$ cat config.mk
export PLATFORM = sky130hd
export DESIGN_NAME = quadrature_counter_with_velocity
export DESIGN_NICKNAME = d
export VERILOG_FILES = /design/src/hw/rtl/qcv_pkg.sv /design/src/hw/rtl/qcv_front.sv /design/src/hw/rtl/qcv_queue.sv /design/src/hw/rtl/qcv_div.sv /design/src/hw/rtl/qcv_back.sv /design/src/hw/rtl/quadrature_counter_with_velocity.sv
export SDC_FILE = /design/constraint.sdc
export NUM_CORES = 2
export LEC_CHECK = 0
export ABC_CLOCK_PERIOD_IN_PS = 9200
export BUFFER_PORTS_ARGS = -buffer_cell sky130_fd_sc_hd__buf_4
export CAP_MARGIN = 20
export CORE_ASPECT_RATIO = 0.9
export CORE_MARGIN = 1
export CORE_UTILIZATION = 50
export CTS_CLUSTER_DIAMETER = 100
export DETAILED_ROUTE_END_ITERATION = 8
export MAX_ROUTING_LAYER = met4
export PLACE_DENSITY = 0.65
export SLEW_MARGIN = 10
export SYNTH_ARGS = -nofsm -noshare
export SYNTH_HDL_FRONTEND = slang
export SYNTH_SLANG_ARGS = --single-unit
$ cat constraint.sdc
create_clock -name clk -period 9.2 [get_ports clk]
set_clock_uncertainty 0.2 [all_clocks]
set_input_delay 0.46 -clock clk [delete_from_list [all_inputs] [get_ports clk]]
set_output_delay 0.46 -clock clk [all_outputs]
set_load 0.02 [all_outputs]
$ cat src/hw/rtl/qcv_pkg.sv
// Shared types, widths and codes for the quadrature counter with velocity.
// Used by every module under hw/rtl; depends on nothing else.
package qcv_pkg;

	// Field and state widths
	localparam int CNT_W   = 32;
	localparam int TICK_W  = 32;
	localparam int RATE_W  = 40;
	localparam int PPR_W   = 15;
	localparam int CPR_W   = PPR_W + 2;
	localparam int DELTA_W = 3;

	// Tick rate and the Q8 scale applied to a count difference
	localparam int    TICKS_PER_SECOND = 1000000;
	localparam longint RATE_SCALE      = longint'(TICKS_PER_SECOND) * 256;
	localparam int    SCALE_W          = $clog2(RATE_SCALE + 1);
	localparam logic [SCALE_W-1:0] SCALE_C = SCALE_W'(RATE_SCALE);

	// Divider sizing: numerator is |dN| * scale, divisor is a 33-bit tick span
	localparam int NUM_W = CNT_W + SCALE_W;
	localparam int DEN_W = TICK_W + 1;
	localparam int DT_W  = TICK_W + 3;
	localparam int QR_W  = NUM_W + 1;
	localparam int M_W   = CNT_W + 1;

	localparam logic [RATE_W-1:0] RATE_MAX = {1'b0, {(RATE_W-1){1'b1}}};
	localparam logic [RATE_W-1:0] RATE_MIN = {1'b1, {(RATE_W-1){1'b0}}};

	localparam logic signed [DELTA_W-1:0] DELTA_UP   = DELTA_W'(1);
	localparam logic signed [DELTA_W-1:0] DELTA_DOWN = -DELTA_W'(1);
	localparam logic signed [DELTA_W-1:0] DELTA_ZERO = DELTA_W'(0);

	// Configuration port
	localparam int PADDR_W = 4;
	localparam int PDATA_W = 32;

	// Queue between front and back
	localparam int QDEPTH = 2;

	typedef enum logic [1:0] {
		MODE_NONE   = 2'd0,
		MODE_SAMPLE = 2'd1,
		MODE_CLEAR  = 2'd2,
		MODE_REBASE = 2'd3
	} cmd_t;

	typedef enum logic [1:0] {
		REG_QUAD  = 2'd0,
		REG_INDEX = 2'd1,
		REG_PPR   = 2'd2,
		REG_STALL = 2'd3
	} reg_idx_t;

	typedef struct packed {
		logic              quad_enable;
		logic              index_enable;
		logic [PPR_W-1:0]  pulses_per_rev;
		logic [TICK_W-1:0] stall_ticks;
	} cfg_t;

	// One classified tick as it travels from front to back
	typedef struct packed {
		logic signed [DELTA_W-1:0] delta;
		logic                      moved;
		logic                      index_rise;
		cmd_t                      cmd;
		logic [TICK_W-1:0]         tick;
	} item_t;

	typedef struct packed {
		logic             start;
		logic [NUM_W-1:0] num;
		logic [DEN_W-1:0] den;
	} div_req_t;

	typedef struct packed {
		logic             done;
		logic [NUM_W-1:0] quo;
		logic [DEN_W-1:0] rem;
	} div_rsp_t;

	typedef enum logic [3:0] {
		ST_IDLE,
		ST_MODE,
		ST_RSTART,
		ST_RDIV,
		ST_RFIX,
		ST_RADJ,
		ST_VPREP,
		ST_VMUL,
		ST_VSTART,
		ST_VDIV,
		ST_VEND
	} back_state_t;

endpackage

$ cat src/hw/rtl/qcv_front.sv
// Front end: takes sampled pin words, finds A/B/index edges, stamps the tick.
// Depends on qcv_pkg.
module qcv_front import qcv_pkg::*; (
	input  logic       clk,
	input  logic       arst_n,
	input  cfg_t       cfg,
	input  logic       sample_valid,
	output logic       sample_ready,
	input  logic       chan_a,
	input  logic       chan_b,
	input  logic       chan_index,
	input  logic [1:0] mode,
	input  logic       q_full,
	output logic       push,
	output item_t      push_item
);

	logic                      last_a_q;
	logic                      last_b_q;
	logic                      last_index_q;
	logic [TICK_W-1:0]         tick_q;
	logic                      chg_a;
	logic                      chg_b;
	logic                      up;
	logic                      down;
	logic signed [DELTA_W-1:0] step_a;
	logic signed [DELTA_W-1:0] step_b;

	assign sample_ready = !q_full;
	assign push         = sample_valid && !q_full;

	always_comb begin
		chg_a = chan_a != last_a_q;
		chg_b = chan_b != last_b_q;
		// B direction is judged against the new A level
		step_a = (last_a_q == last_b_q) ? DELTA_UP : DELTA_DOWN;
		step_b = (chan_a != last_b_q) ? DELTA_UP : DELTA_DOWN;
		up     = chan_a && !last_a_q && !chan_b;
		down   = chan_b && !last_b_q && !chan_a;

		if (cfg.quad_enable) begin
			push_item.delta = (chg_a ? step_a : DELTA_ZERO) + (chg_b ? step_b : DELTA_ZERO);
			push_item.moved = chg_a || chg_b;
		end else begin
			push_item.delta = up ? DELTA_UP : (down ? DELTA_DOWN : DELTA_ZERO);
			push_item.moved = up || down;
		end
		push_item.index_rise = cfg.index_enable && chan_index && !last_index_q;
		push_item.cmd        = cmd_t'(mode);
		push_item.tick       = tick_q;
	end

	always_ff @(posedge clk or negedge arst_n) begin
		if (!arst_n) begin
			last_a_q     <= 1'b0;
			last_b_q     <= 1'b0;
			last_index_q <= 1'b0;
			tick_q       <= '0;
		end else if (push) begin
			last_a_q     <= chan_a;
			last_b_q     <= chan_b;
			last_index_q <= chan_index;
			tick_q       <= tick_q + 1'b1;
		end
	end

endmodule

$ cat src/hw/rtl/qcv_queue.sv
// Short queue of classified ticks between the front and back ends.
// Depends on qcv_pkg.
module qcv_queue import qcv_pkg::*; (
	input  logic  clk,
	input  logic  arst_n,
	input  logic  push,
	input  item_t push_item,
	output logic  full,
	input  logic  pop,
	output item_t head,
	output logic  not_empty
);

	localparam int PTR_W = $clog2(QDEPTH);

	item_t            mem_q [QDEPTH];
	logic [PTR_W-1:0] wr_ptr_q;
	logic [PTR_W-1:0] rd_ptr_q;
	logic [PTR_W:0]   fill_q;

	assign full      = fill_q == (PTR_W+1)'(QDEPTH);
	assign not_empty = fill_q != '0;
	assign head      = mem_q[rd_ptr_q];

	always_ff @(posedge clk) begin
		if (push) begin
			mem_q[wr_ptr_q] <= push_item;
		end
	end

	always_ff @(posedge clk or negedge arst_n) begin
		if (!arst_n) begin
			wr_ptr_q <= '0;
			rd_ptr_q <= '0;
			fill_q   <= '0;
		end else begin
			if (push) begin
				wr_ptr_q <= wr_ptr_q + 1'b1;
			end
			if (pop) begin
				rd_ptr_q <= rd_ptr_q + 1'b1;
			end
			case ({push, pop})
				2'b10:   fill_q <= fill_q + 1'b1;
				2'b01:   fill_q <= fill_q - 1'b1;
				default: fill_q <= fill_q;
			endcase
		end
	end

`ifndef SYNTHESIS
	a_no_overrun: assert property (@(posedge clk) disable iff (!arst_n) push |-> !full)
		else $error("queue written while full");
	a_no_underrun: assert property (@(posedge clk) disable iff (!arst_n) pop |-> not_empty)
		else $error("queue read while empty");
`endif

endmodule

$ cat src/hw/rtl/qcv_div.sv
// Shared restoring divider, one quotient bit per cycle.
// Serves index rounding and the velocity quotient. Depends on qcv_pkg.
module qcv_div import qcv_pkg::*; (
	input  logic     clk,
	input  logic     arst_n,
	input  div_req_t req,
	output div_rsp_t rsp
);

	localparam int STEP_W = $clog2(NUM_W);

	logic [NUM_W-1:0]  acc_q;
	logic [DEN_W-1:0]  rem_q;
	logic [DEN_W-1:0]  den_q;
	logic [STEP_W-1:0] step_q;
	logic              busy_q;
	logic              done_q;
	logic [DEN_W:0]    trial;
	logic [DEN_W:0]    diff;
	logic              ge;

	always_comb begin
		trial = {rem_q, acc_q[NUM_W-1]};
		diff  = trial - {1'b0, den_q};
		ge    = !diff[DEN_W];
	end

	assign rsp.done = done_q;
	assign rsp.quo  = acc_q;
	assign rsp.rem  = rem_q;

	always_ff @(posedge clk or negedge arst_n) begin
		if (!arst_n) begin
			busy_q <= 1'b0;
			done_q <= 1'b0;
			step_q <= '0;
		end else if (req.start) begin
			busy_q <= 1'b1;
			done_q <= 1'b0;
			step_q <= STEP_W'(NUM_W - 1);
		end else if (busy_q) begin
			if (step_q == '0) begin
				busy_q <= 1'b0;
				done_q <= 1'b1;
			end else begin
				step_q <= step_q - 1'b1;
			end
		end else begin
			done_q <= 1'b0;
		end
	end

	// Numerator bits leave at the top of acc_q while quotient bits enter below
	always_ff @(posedge clk) begin
		if (req.start) begin
			acc_q <= req.num;
			rem_q <= '0;
			den_q <= req.den;
		end else if (busy_q) begin
			acc_q <= {acc_q[NUM_W-2:0], ge};
			rem_q <= ge ? diff[DEN_W-1:0] : trial[DEN_W-1:0];
		end
	end

`ifndef SYNTHESIS
	a_start_idle: assert property (@(posedge clk) disable iff (!arst_n)
		req.start |-> (!busy_q && req.den != '0))
		else $error("divider started while busy or with a zero divisor");
	a_rem_bound: assert property (@(posedge clk) disable iff (!arst_n)
		done_q |-> (rem_q < den_q))
		else $error("divider remainder not below divisor");
`endif

endmodule

$ cat src/hw/rtl/qcv_back.sv
// Back end: applies edges, index alignment and commands to the count state,
// computes velocity samples and holds the result word. Depends on qcv_pkg.
module qcv_back import qcv_pkg::*; (
	input  logic                     clk,
	input  logic                     arst_n,
	input  cfg_t                     cfg,
	input  logic                     q_valid,
	input  item_t                    head,
	output logic                     pop,
	output div_req_t                 div_req,
	input  div_rsp_t                 div_rsp,
	output logic                     result_valid,
	input  logic                     result_ready,
	output logic signed [CNT_W-1:0]  position_count,
	output logic signed [RATE_W-1:0] pulse_rate,
	output logic                     index_found,
	output logic signed [CNT_W-1:0]  index_offset
);

	localparam logic [QR_W-1:0] RATE_POS_LIM = QR_W'(RATE_MAX);
	localparam logic [QR_W-1:0] RATE_NEG_LIM = RATE_POS_LIM + QR_W'(1);

	back_state_t state_q, state_d;

	// Architectural state
	logic signed [CNT_W-1:0]  cnt_q, cnt_d;
	logic signed [CNT_W-1:0]  fic_q, fic_d;
	logic signed [CNT_W-1:0]  cas_q, cas_d;
	logic [TICK_W-1:0]        let_q, let_d;
	logic [TICK_W-1:0]        lst_q, lst_d;
	logic [TICK_W-1:0]        held_q, held_d;
	logic signed [RATE_W-1:0] rate_q, rate_d;

	// Working registers for the word in hand
	cmd_t                     cmd_q, cmd_d;
	logic [TICK_W-1:0]        tick_q, tick_d;
	logic                     neg_q, neg_d;
	logic [CNT_W-1:0]         mag_q, mag_d;
	logic [M_W-1:0]           m_q, m_d;
	logic signed [CNT_W-1:0]  adj_q, adj_d;
	logic [TICK_W-1:0]        ts_q, ts_d;
	logic [TICK_W-1:0]        th_q, th_d;
	logic signed [CNT_W-1:0]  dn_q, dn_d;
	logic signed [DT_W-1:0]   dt_q, dt_d;
	logic                     stall_q, stall_d;
	logic                     ok_q, ok_d;
	logic [NUM_W-1:0]         prod_q, prod_d;
	logic [QR_W-1:0]          qr_q, qr_d;

	logic                     out_valid_q;
	logic                     out_free;
	logic                     load;
	logic [CNT_W-1:0]         cnt_u;
	logic [CNT_W-1:0]         dn_u;
	logic [CNT_W-1:0]         mag_cnt;
	logic [CNT_W-1:0]         mag_dn;
	logic [CPR_W-1:0]         cpr;
	logic                     round_r;
	logic                     round_v;
	logic [CNT_W-1:0]         m_lo;
	logic signed [CNT_W-1:0]  newc;
	logic [QR_W-1:0]          qr_lim;
	logic [RATE_W-1:0]        qr_rate;
	logic signed [RATE_W-1:0] sat_rate;

	assign out_free     = !out_valid_q || result_ready;
	assign result_valid = out_valid_q;

	assign cnt_u   = cnt_q;
	assign dn_u    = dn_q;
	assign mag_cnt = cnt_q[CNT_W-1] ? ('0 - cnt_u) : cnt_u;
	assign mag_dn  = dn_q[CNT_W-1] ? ('0 - dn_u) : dn_u;
	assign cpr     = cfg.quad_enable ? {cfg.pulses_per_rev, 2'b00} : CPR_W'(cfg.pulses_per_rev);
	assign round_r = {div_rsp.rem, 1'b0} >= (DEN_W+1)'(cpr);
	assign round_v = {div_rsp.rem, 1'b0} >= {1'b0, dt_q[DEN_W-1:0]};
	assign m_lo    = m_q[CNT_W-1:0];
	assign newc    = neg_q ? -$signed(m_lo) : $signed(m_lo);
	assign qr_lim  = neg_q ? RATE_NEG_LIM : RATE_POS_LIM;
	assign qr_rate = qr_q[RATE_W-1:0];
	assign sat_rate = (qr_q > qr_lim) ? (neg_q ? RATE_MIN : RATE_MAX)
	                                  : (neg_q ? ('0 - qr_rate) : qr_rate);

	always_comb begin
		state_d = state_q;
		pop     = 1'b0;
		load    = 1'b0;
		div_req = '0;
		cnt_d   = cnt_q;
		fic_d   = fic_q;
		cas_d   = cas_q;
		let_d   = let_q;
		lst_d   = lst_q;
		held_d  = held_q;
		rate_d  = rate_q;
		cmd_d   = cmd_q;
		tick_d  = tick_q;
		neg_d   = neg_q;
		mag_d   = mag_q;
		m_d     = m_q;
		adj_d   = adj_q;
		ts_d    = ts_q;
		th_d    = th_q;
		dn_d    = dn_q;
		dt_d    = dt_q;
		stall_d = stall_q;
		ok_d    = ok_q;
		prod_d  = prod_q;
		qr_d    = qr_q;

		unique case (state_q)
			ST_IDLE: begin
				if (q_valid) begin
					pop    = 1'b1;
					cnt_d  = cnt_q + CNT_W'($signed(head.delta));
					cmd_d  = head.cmd;
					tick_d = head.tick;
					if (head.moved) begin
						let_d = head.tick;
					end
					if (head.index_rise && fic_q != '0) begin
						state_d = ST_RSTART;
					end else begin
						if (head.index_rise) begin
							fic_d = cnt_d;
						end
						state_d = ST_MODE;
					end
				end
			end
			ST_RSTART: begin
				neg_d = cnt_q[CNT_W-1];
				mag_d = mag_cnt;
				if (cpr == '0) begin
					state_d = ST_MODE;
				end else begin
					div_req.start = 1'b1;
					div_req.num   = NUM_W'(mag_cnt);
					div_req.den   = DEN_W'(cpr);
					state_d       = ST_RDIV;
				end
			end
			ST_RDIV: begin
				if (div_rsp.done) begin
					// Nearest multiple of cpr: |count| - remainder, plus cpr when rounding up
					m_d = M_W'(mag_q) - M_W'(div_rsp.rem) + (round_r ? M_W'(cpr) : M_W'(0));
					state_d = ST_RFIX;
				end
			end
			ST_RFIX: begin
				cnt_d   = newc;
				adj_d   = newc - cnt_q;
				state_d = ST_RADJ;
			end
			ST_RADJ: begin
				cas_d   = cas_q + adj_q;
				state_d = ST_MODE;
			end
			ST_MODE: begin
				unique case (cmd_q)
					MODE_SAMPLE: begin
						ts_d    = tick_q - lst_q;
						th_d    = tick_q - let_q;
						dn_d    = cnt_q - cas_q;
						state_d = ST_VPREP;
					end
					MODE_CLEAR: begin
						if (out_free) begin
							cnt_d   = '0;
							let_d   = tick_q;
							load    = 1'b1;
							state_d = ST_IDLE;
						end
					end
					MODE_REBASE: begin
						if (out_free) begin
							cnt_d   = cnt_q - fic_q;
							cas_d   = cnt_d;
							load    = 1'b1;
							state_d = ST_IDLE;
						end
					end
					MODE_NONE: begin
						if (out_free) begin
							load    = 1'b1;
							state_d = ST_IDLE;
						end
					end
				endcase
			end
			ST_VPREP: begin
				dt_d    = DT_W'(ts_q) + DT_W'(held_q) - DT_W'(th_q);
				neg_d   = dn_q[CNT_W-1];
				mag_d   = mag_dn;
				stall_d = th_q > cfg.stall_ticks;
				lst_d   = tick_q;
				held_d  = th_q;
				cas_d   = cnt_q;
				state_d = ST_VMUL;
			end
			ST_VMUL: begin
				prod_d  = NUM_W'(mag_q) * NUM_W'(SCALE_C);
				ok_d    = (dn_q != '0) && ($signed({dt_q, 1'b0}) > $signed((DT_W+1)'(ts_q)));
				state_d = ok_d ? ST_VSTART : ST_VEND;
			end
			ST_VSTART: begin
				div_req.start = 1'b1;
				div_req.num   = prod_q;
				div_req.den   = dt_q[DEN_W-1:0];
				state_d       = ST_VDIV;
			end
			ST_VDIV: begin
				if (div_rsp.done) begin
					qr_d    = QR_W'(div_rsp.quo) + QR_W'(round_v);
					state_d = ST_VEND;
				end
			end
			ST_VEND: begin
				if (out_free) begin
					if (stall_q) begin
						rate_d = '0;
					end else if (ok_q) begin
						rate_d = sat_rate;
					end
					load    = 1'b1;
					state_d = ST_IDLE;
				end
			end
			default: begin
				state_d = ST_IDLE;
			end
		endcase
	end

	always_ff @(posedge clk or negedge arst_n) begin
		if (!arst_n) begin
			state_q <= ST_IDLE;
		end else begin
			state_q <= state_d;
		end
	end

	always_ff @(posedge clk or negedge arst_n) begin
		if (!arst_n) begin
			cnt_q       <= '0;
			fic_q       <= '0;
			cas_q       <= '0;
			let_q       <= '0;
			lst_q       <= '0;
			held_q      <= '0;
			rate_q      <= '0;
			out_valid_q <= 1'b0;
		end else begin
			cnt_q  <= cnt_d;
			fic_q  <= fic_d;
			cas_q  <= cas_d;
			let_q  <= let_d;
			lst_q  <= lst_d;
			held_q <= held_d;
			rate_q <= rate_d;
			if (load) begin
				out_valid_q <= 1'b1;
			end else if (result_ready) begin
				out_valid_q <= 1'b0;
			end
		end
	end

	always_ff @(posedge clk) begin
		cmd_q   <= cmd_d;
		tick_q  <= tick_d;
		neg_q   <= neg_d;
		mag_q   <= mag_d;
		m_q     <= m_d;
		adj_q   <= adj_d;
		ts_q    <= ts_d;
		th_q    <= th_d;
		dn_q    <= dn_d;
		dt_q    <= dt_d;
		stall_q <= stall_d;
		ok_q    <= ok_d;
		prod_q  <= prod_d;
		qr_q    <= qr_d;
		if (load) begin
			position_count <= cnt_d;
			pulse_rate     <= rate_d;
			index_found    <= fic_d != '0;
			index_offset   <= fic_d;
		end
	end

`ifndef SYNTHESIS
	a_done_expected: assert property (@(posedge clk) disable iff (!arst_n)
		div_rsp.done |-> (state_q == ST_RDIV || state_q == ST_VDIV))
		else $error("divider finished with no division pending");
	a_stall_zero: assert property (@(posedge clk) disable iff (!arst_n)
		(state_q == ST_VEND && stall_q && out_free) |=> (pulse_rate == '0))
		else $error("stalled sample did not zero the rate");
`endif

endmodule

$ cat src/hw/rtl/quadrature_counter_with_velocity.sv
// Top level of the quadrature counter with index alignment and velocity.
// Holds the APB registers and joins front end, queue, divider and back end.
// Depends on qcv_pkg, qcv_front, qcv_queue, qcv_div and qcv_back.
//
// Each accepted word is one tick of sampled A, B and index levels plus a
// command (none, velocity sample, clear count, rebase to index). The front
// end takes a word in any cycle the two-word queue has room, detects edges
// (4x in quadrature mode, single rising edges otherwise) and stamps the tick
// number; the back end drains the queue and answers every word with one
// result word: position count, rate in counts per second (signed Q8,
// saturating, zero once the last edge is older than stall_ticks), index
// found flag and the count recorded at the first index edge. A plain tick
// passes through the idle and mode states of the back end. A later index
// edge rounds the count to the nearest revolution through the shared
// 60-step restoring divider; a velocity sample goes through a 32x28
// multiply and the same divider. The queue lets the pin side keep
// delivering words while the back end works. Write configuration only
// while the block is idle. Registers sit at byte addresses 0 (quad_enable),
// 4 (index_enable), 8 (pulses_per_rev) and 12 (stall_ticks), and read
// back the stored field, zero-extended.
module quadrature_counter_with_velocity import qcv_pkg::*; (
	input  logic                     clk,
	input  logic                     arst_n,
	// APB configuration port
	input  logic                     psel,
	input  logic                     penable,
	input  logic                     pwrite,
	input  logic [PADDR_W-1:0]       paddr,
	input  logic [PDATA_W-1:0]       pwdata,
	output logic [PDATA_W-1:0]       prdata,
	output logic                     pready,
	// Tick words
	input  logic                     sample_valid,
	output logic                     sample_ready,
	input  logic                     chan_a,
	input  logic                     chan_b,
	input  logic                     chan_index,
	input  logic [1:0]               mode,
	// Result words
	output logic                     result_valid,
	input  logic                     result_ready,
	output logic signed [CNT_W-1:0]  position_count,
	output logic signed [RATE_W-1:0] pulse_rate,
	output logic                     index_found,
	output logic signed [CNT_W-1:0]  index_offset
);

	cfg_t     cfg_q;
	reg_idx_t reg_sel;
	logic     wr_en;
	logic     push;
	logic     pop;
	logic     q_full;
	logic     q_valid;
	item_t    push_item;
	item_t    head;
	div_req_t div_req;
	div_rsp_t div_rsp;

	assign pready  = 1'b1;
	assign wr_en   = psel && penable && pwrite;
	assign reg_sel = reg_idx_t'(paddr[3:2]);

	// Register file: write on the access phase, reset to the documented defaults
	always_ff @(posedge clk or negedge arst_n) begin
		if (!arst_n) begin
			cfg_q.quad_enable    <= 1'b1;
			cfg_q.index_enable   <= 1'b0;
			cfg_q.pulses_per_rev <= PPR_W'(1024);
			cfg_q.stall_ticks    <= TICK_W'(150000);
		end else if (wr_en) begin
			unique case (reg_sel)
				REG_QUAD:  cfg_q.quad_enable    <= pwdata[0];
				REG_INDEX: cfg_q.index_enable   <= pwdata[0];
				REG_PPR:   cfg_q.pulses_per_rev <= pwdata[PPR_W-1:0];
				REG_STALL: cfg_q.stall_ticks    <= pwdata[TICK_W-1:0];
			endcase
		end
	end

	// Read back the addressed register, zero-extended
	always_comb begin
		unique case (reg_sel)
			REG_QUAD:  prdata = PDATA_W'(cfg_q.quad_enable);
			REG_INDEX: prdata = PDATA_W'(cfg_q.index_enable);
			REG_PPR:   prdata = PDATA_W'(cfg_q.pulses_per_rev);
			REG_STALL: prdata = PDATA_W'(cfg_q.stall_ticks);
		endcase
	end

	// Classify pin levels and stamp the tick
	qcv_front u_front (
		.clk          (clk),
		.arst_n       (arst_n),
		.cfg          (cfg_q),
		.sample_valid (sample_valid),
		.sample_ready (sample_ready),
		.chan_a       (chan_a),
		.chan_b       (chan_b),
		.chan_index   (chan_index),
		.mode         (mode),
		.q_full       (q_full),
		.push         (push),
		.push_item    (push_item)
	);

	// Decouple the pin side from the arithmetic
	qcv_queue u_queue (
		.clk       (clk),
		.arst_n    (arst_n),
		.push      (push),
		.push_item (push_item),
		.full      (q_full),
		.pop       (pop),
		.head      (head),
		.not_empty (q_valid)
	);

	// One divider shared by index rounding and velocity
	qcv_div u_div (
		.clk    (clk),
		.arst_n (arst_n),
		.req    (div_req),
		.rsp    (div_rsp)
	);

	// Count state, commands, velocity and the result register
	qcv_back u_back (
		.clk            (clk),
		.arst_n         (arst_n),
		.cfg            (cfg_q),
		.q_valid        (q_valid),
		.head           (head),
		.pop            (pop),
		.div_req        (div_req),
		.div_rsp        (div_rsp),
		.result_valid   (result_valid),
		.result_ready   (result_ready),
		.position_count (position_count),
		.pulse_rate     (pulse_rate),
		.index_found    (index_found),
		.index_offset   (index_offset)
	);

endmodule

[After elaboration in Yosys (flattened, before gate mapping)]
Memory sizes are Yosys's and may differ from the RTL's.
Cells that the tools add are included.
Storage, ports and cells
  flip-flop bits (word level): 935
  bits in writable memories: 78
  bits of input ports: 48
  output and inout bits: 140
  word-level logic and storage cells: 230
  memories: 1
Cells by class
  $add $sub $neg: 24
  multipliers: 1
  order comparisons: 5
  equality and inequality tests: 32
  mux-type cells: 73
  reduce and logical (&&, ||, !) cells: 50
Memories
  u_queue.mem_q: depth 2, bits a word 39, read ports 1, clocked after memory_dff 0, wr ports 1, RTL line qcv_queue.sv:16  | item_t mem_q [QDEPTH];
Operator list (number)
  $mux W32: 16
  $mux W40: 8
  $pmux W32 S2: 3
  $pmux W32 S3: 2
  $sub A32 B32 Y32: 6
  $pmux W94 S2: 1
  $pmux W32 S4: 1
  $mux W60: 2
  $reduce_bool A32 Y1: 3
  $mux W94: 1
  $sub A1 B32 Y32 const A: 2
  $add A60 B1 Y61: 1
  $gt A61 B61 Y1: 1
  $mul A32 B14 Y46 const B: 1
  $pmux W4 S11: 1
  $sub A1 B40 Y40 const A: 1
  $gt A36 B33 Y1: 1
  $sub A35 B32 Y35: 1
  $ge A34 B17 Y1: 1
  $ge A34 B33 Y1: 1
  $mux W17: 2
  $sub A34 B33 Y34: 1
  $add A32 B32 Y33: 1
  $mux W33: 1
  43 further kinds: 126

[Logic depth before layout (Yosys ltp)]
  depth after elaboration: 7
  gate-level depth with buffers: 31
  mapped depth without buffers: 27

[Hierarchy]
From an unflattened synthesis, not the netlist that was laid out.
Second synthesis, totals
  cells, all modules: 6966
  area, all modules: 70555.2 µm²
Modules (own cells, without submodules)
  qcv_back: times used 1, cells an instance 5833, area each 56040.0 µm², sequential area each 20194.4 µm²
  qcv_div: times used 1, cells an instance 656, area each 7388.3 µm², sequential area each 3653.5 µm²
  qcv_queue: times used 1, cells an instance 137, area each 3014.1 µm², sequential area each 2442.3 µm²
  quadrature_counter_with_velocity: times used 1, cells an instance 165, area each 2318.5 µm², sequential area each 1238.7 µm²
  qcv_front: times used 1, cells an instance 175, area each 1794.2 µm², sequential area each 875.8 µm²

[Least setup slack after synthesis]
No wires, ideal clock.
  path kind: reg-to-reg
  start point: reg cfg_q[48] (netlist name)
  end point: reg u_back.m_q[29] (data pin)
  setup time: 262 ps
  arrival time: 6319 ps
  required time: 8738 ps
  path slack: 2419 ps
  cell stages (with the launch flop): 28
  path buffers: 3
  clock period less this slack: 6781 ps
  cell sequence: dfstp_2 > clkbuf_1 > clkbuf_1 > clkbuf_1 > mux2i_1 > ha_1 > a21o_1 > a21o_1 > a21o_1 > a21o_1 > a21o_1 > a21o_1 > a211oi_1 > o21ai_1 > nor3b_1 > fa_1 > ha_1 > a21o_1 > a21oi_1 > o21ai_0 > a2111oi_0 > o211ai_1 > o211ai_1 > a21oi_1 > a31oi_1 > o21ba_2 > a21oi_1 > xor2_1
On the way
  word-level cells in the longest chain between the ends: 4
RTL lines
  start: declaration: RTL line quadrature_counter_with_velocity.sv:48  | cfg_t cfg_q;
  $mux W17 (*): RTL line qcv_back.sv:73  | assign cpr = cfg.quad_enable ? {cfg.pulses_per_rev, 2'b00} : CPR_W'(cfg.pulses_per_rev);
  $ge A34 B17 Y1: RTL line qcv_back.sv:74  | assign round_r = {div_rsp.rem, 1'b0} >= (DEN_W+1)'(cpr);
  $mux W17 (*): RTL line qcv_back.sv:145  | m_d = M_W'(mag_q) - M_W'(div_rsp.rem) + (round_r ? M_W'(cpr) : M_W'(0));
  $add A32 B17 Y32 (*): RTL line qcv_back.sv:145
  end signal: assignment: RTL line qcv_back.sv:273  | m_q <= m_d;
  end: declaration: RTL line qcv_back.sv:39  | logic [M_W-1:0] m_q, m_d;
Mark *: on every way between the ends. The rest lies on a longest branch, timed or not.
A chain may end at the register's enable or synchronous reset.

[Worst setup path in the final report]
  start point: reg cfg_q[48] (netlist name)
  end point: reg u_back.m_q[31] (data pin)
The elaborated chain is that of the path after synthesis.

==> impl_metrics.json <==
{
  "antenna_left": 0,
  "avgSynthCellArea_sq_um": 9.959,
  "fin_tns_setup_ns": 0,
  "drtIter0Drc": 3940,
  "path_max_fanout": 17,
  "hpwl_um": 149800,
  "hold_path_class": "in -> async",
  "rsz0062_at_grt": "no",
  "maxCapViolations": 0,
  "design.portCount": 188,
  "mostFrequentLayoutCell": "ha_1",
  "drc": 0,
  "die_y_um": 355.5,
  "synthCells": 6970,
  "slowest_delay_ns": 0.84,
  "gp_congestion": 0.9460,
  "status": "finished, final reports clean",
  "layout_common_cells": "678 x ha_1, 676 x inv_1, 647 x edfxtp_1, 595 x nand2_1, 466 x o21ai_0",
  "hold_buffers": 43,
  "fp.coreArea_sq_mm": 0.1375,
  "synth_edf_count": 647,
  "cts_buffers": 110,
  "r2r-start": "cfg_q[48]",
  "nets": 8064,
  "drive_above_1_share_pct": 7.551,
  "first_pass_iters": 7,
  "rr_worst_depth": 26,
  "grt-ovfl-total": 0,
  "cp-start-kind": "flop",
  "hold_viol": 0,
  "synth_seq_cells": 1013,
  "layout_min_cycle_time_ns": 7.597,
  "finalCritPeriodShare_pct": 82.57,
  "async_reset_ff_share_pct": 32.87,
  "cts_buffer_depth": 3,
  "clk_latency_ns": 0.78,
  "maxSlewViolCount": 0,
  "numClockSinks": 1013,
  "grtUsageTotal_pct": 27.93,
  "io_buffers": 184,
  "vias_per_cell": 5.744,
  "ys_types": 94,
  "max_clock_freq_ghz": 0.1316,
  "cts_setup_buffers": 0,
  "rrSetupSlack_ns": 1.60,
  "ys_seq_area_share_pct": 40.96,
  "grt_max_degree": 139,
  "drt-total-wl_um": 192700,
  "wl_per_cell_um": 21.15,
  "cts_root_buf": "clkbuf_16",
  "worst_path_most_repeated_cell": "a21o_1",
  "die_x_um": 394.8,
  "final-setup-viol-count": 0,
  "crit_path_top_delay_cell": "a2111oi_0",
  "synth-main-ff-cell": "edfxtp_1",
  "cts_tree": "built",
  "grt_pass1_wl_um": 295600,
  "syn_nets": 7860,
  "synth_area_sq_mm": 0.06941,
  "worstSetupEndpointType": "flop",
  "num_rows": 129,
  "grt_pass1_vias": 50170,
  "syn_to_final_growth_pct": 11.48,
  "h-tree-depth": 3,
  "ctsResizeCount": 0,
  "crit_type": "reg -> reg",
  "tightest_slew_ns": 1.276,
  "ys_warn_count": 0,
  "num_vias": 52340,
  "rr_endpoint": "u_back.m_q[31]",
  "die_area_sq_mm": 0.1403,
  "clkTransAtPathRegs_ns": 0.06,
  "antenna_found_initial": 4,
  "cp.arrival_ns": 7.87,
  "worstPathRequired_ns": 9.47,
  "relSlewSlack_pct": 14.20,
  "initial_core_util_pct": 50.48
}
==> logic make-up (layout without fill, tap and decap cells) <==
group,Yosys count,after routing,synth area share (%)
muxes,144,144,2.194
other,1,8,0.005402
DFF,1013,1013,40.96
buffers and inverters,864,1165,4.683
adders and majority gates,842,842,16.95
and+or+nand+nor,1813,1813,12.26
AOI/OAI and AO/OA,1760,1760,16.22
xor gates and xnor gates,533,533,6.725
==> critical path: cells and delay by family, from the launching register on <==
family                     cells  cell delay, ns
AOI/OAI and AO/OA             18            4.05
adders and majority gates      3            1.15
xor gates and xnor gates       1            0.08
buffers and inverters          2            0.50
DFF                            1            0.69
and+or+nand+nor                1            0.16
muxes                          1            0.41
==> flip-flops by register name, summed over array words and instances, names as in the netlist, 33 cells and up <==
name,cells
u_queue.mem_q,78
u_back.qr_q,61
u_div.acc_q,60
cfg_q,49
u_back.prod_q,46
u_back.pulse_rate,40
u_back.rate_q,40
u_back.dt_q,35
u_div.den_q,33
u_div.rem_q,33
==> synthesized netlist by cell type, types with 18 or more instances <==
cell type  count  area share [%]
a211oi_1      62            0.67
nor2b_1       71            0.64
edfxtp_1     647              28
or2_2         25            0.23
o31ai_1       46            0.50
nand2b_1      78            0.70
a31oi_1       45            0.41
mux2i_1       88             1.3
o211ai_1      46            0.50
a22oi_1       32            0.35
and3_1        52            0.47
o21a_1        71            0.77
o21bai_1      43            0.47
or4_1         20            0.22
nand2_1      598             3.2
a222oi_1      19            0.27
a22o_1        23            0.29
nand4_1       76            0.68
o22ai_1       47            0.42
dfxtp_1       33            0.95
mux2_2        55            0.89
and2_1        35            0.32
o21ai_0      468             3.4
nand3_1      138            0.99
nor4_1        42            0.38
clkbuf_1     160            0.87
xor2_1       131             1.7
a21oi_1      428             3.1
ha_1         678              12
a211o_1       18            0.23
nor3_1       113            0.81
a221oi_1      22            0.28
inv_1        678             3.7
fa_1         164             4.7
dfrtp_1      323              12
a21o_1       219             2.4
xnor2_1      402             5.1
or3_1         51            0.46
nor2_1       465             2.5
==> final cells by class <==
type	instances	area, sq um
Clock inverter	59	907.1
Tap cell	1834	2295
Clock buffer	150	3107
Timing Repair Buffer	273	2190
Multi-Input combinational cell	5093	37860
Fill cell	12140	60140
Sequential cell	1013	28440
Antenna cell	7	17.52
Inverter	683	2566
==> how the worst max path moves through the flow <==
stage,end,cells after the start,from,slack (ns)
floorplan,u_back.m_q[29],27,cfg_q[48],2.42
global placement,u_back.m_q[29],26,cfg_q[48],1.82
detailed placement,u_back.m_q[31],21,cfg_q[48],1.70
CTS,u_back.m_q[29],21,cfg_q[48],1.61
global route,u_back.m_q[31],26,cfg_q[48],1.12
finish,u_back.m_q[31],26,cfg_q[48],1.60
==> through the flow <==
step / util, % / hold slack [ns] / setup WS [ns] / instance area [sq um] / cells
after detailed placement: 53.01 / 0.2557 / 1.697 / 72900 / 8852
after global placement: 53.01 / 0.2413 / 1.816 / 72900 / 8852
after global routing: 56.26 / 0.04021 / 1.124 / 77370 / 9108
final: 56.27 / 0.04679 / 1.603 / 77380 / 9112
after floorplan: - / -0.03559 / 2.419 / 69410 / 6970
after CTS: 56.24 / 0.003543 / 1.614 / 77340 / 9104
==> per-layer routing <==
metal,up-vias,track usage (%),wire (um)
met3,229,4.344,12200
met2,1385,39.49,80420
met5,-,-,0
met1,25250,41.35,94710
met4,0,7.566,5369
li1,25480,-,-
Power is left out: the tool's default activity adds up to more than one toggle a clock period on the data nets, which glitch-free logic cannot reach.
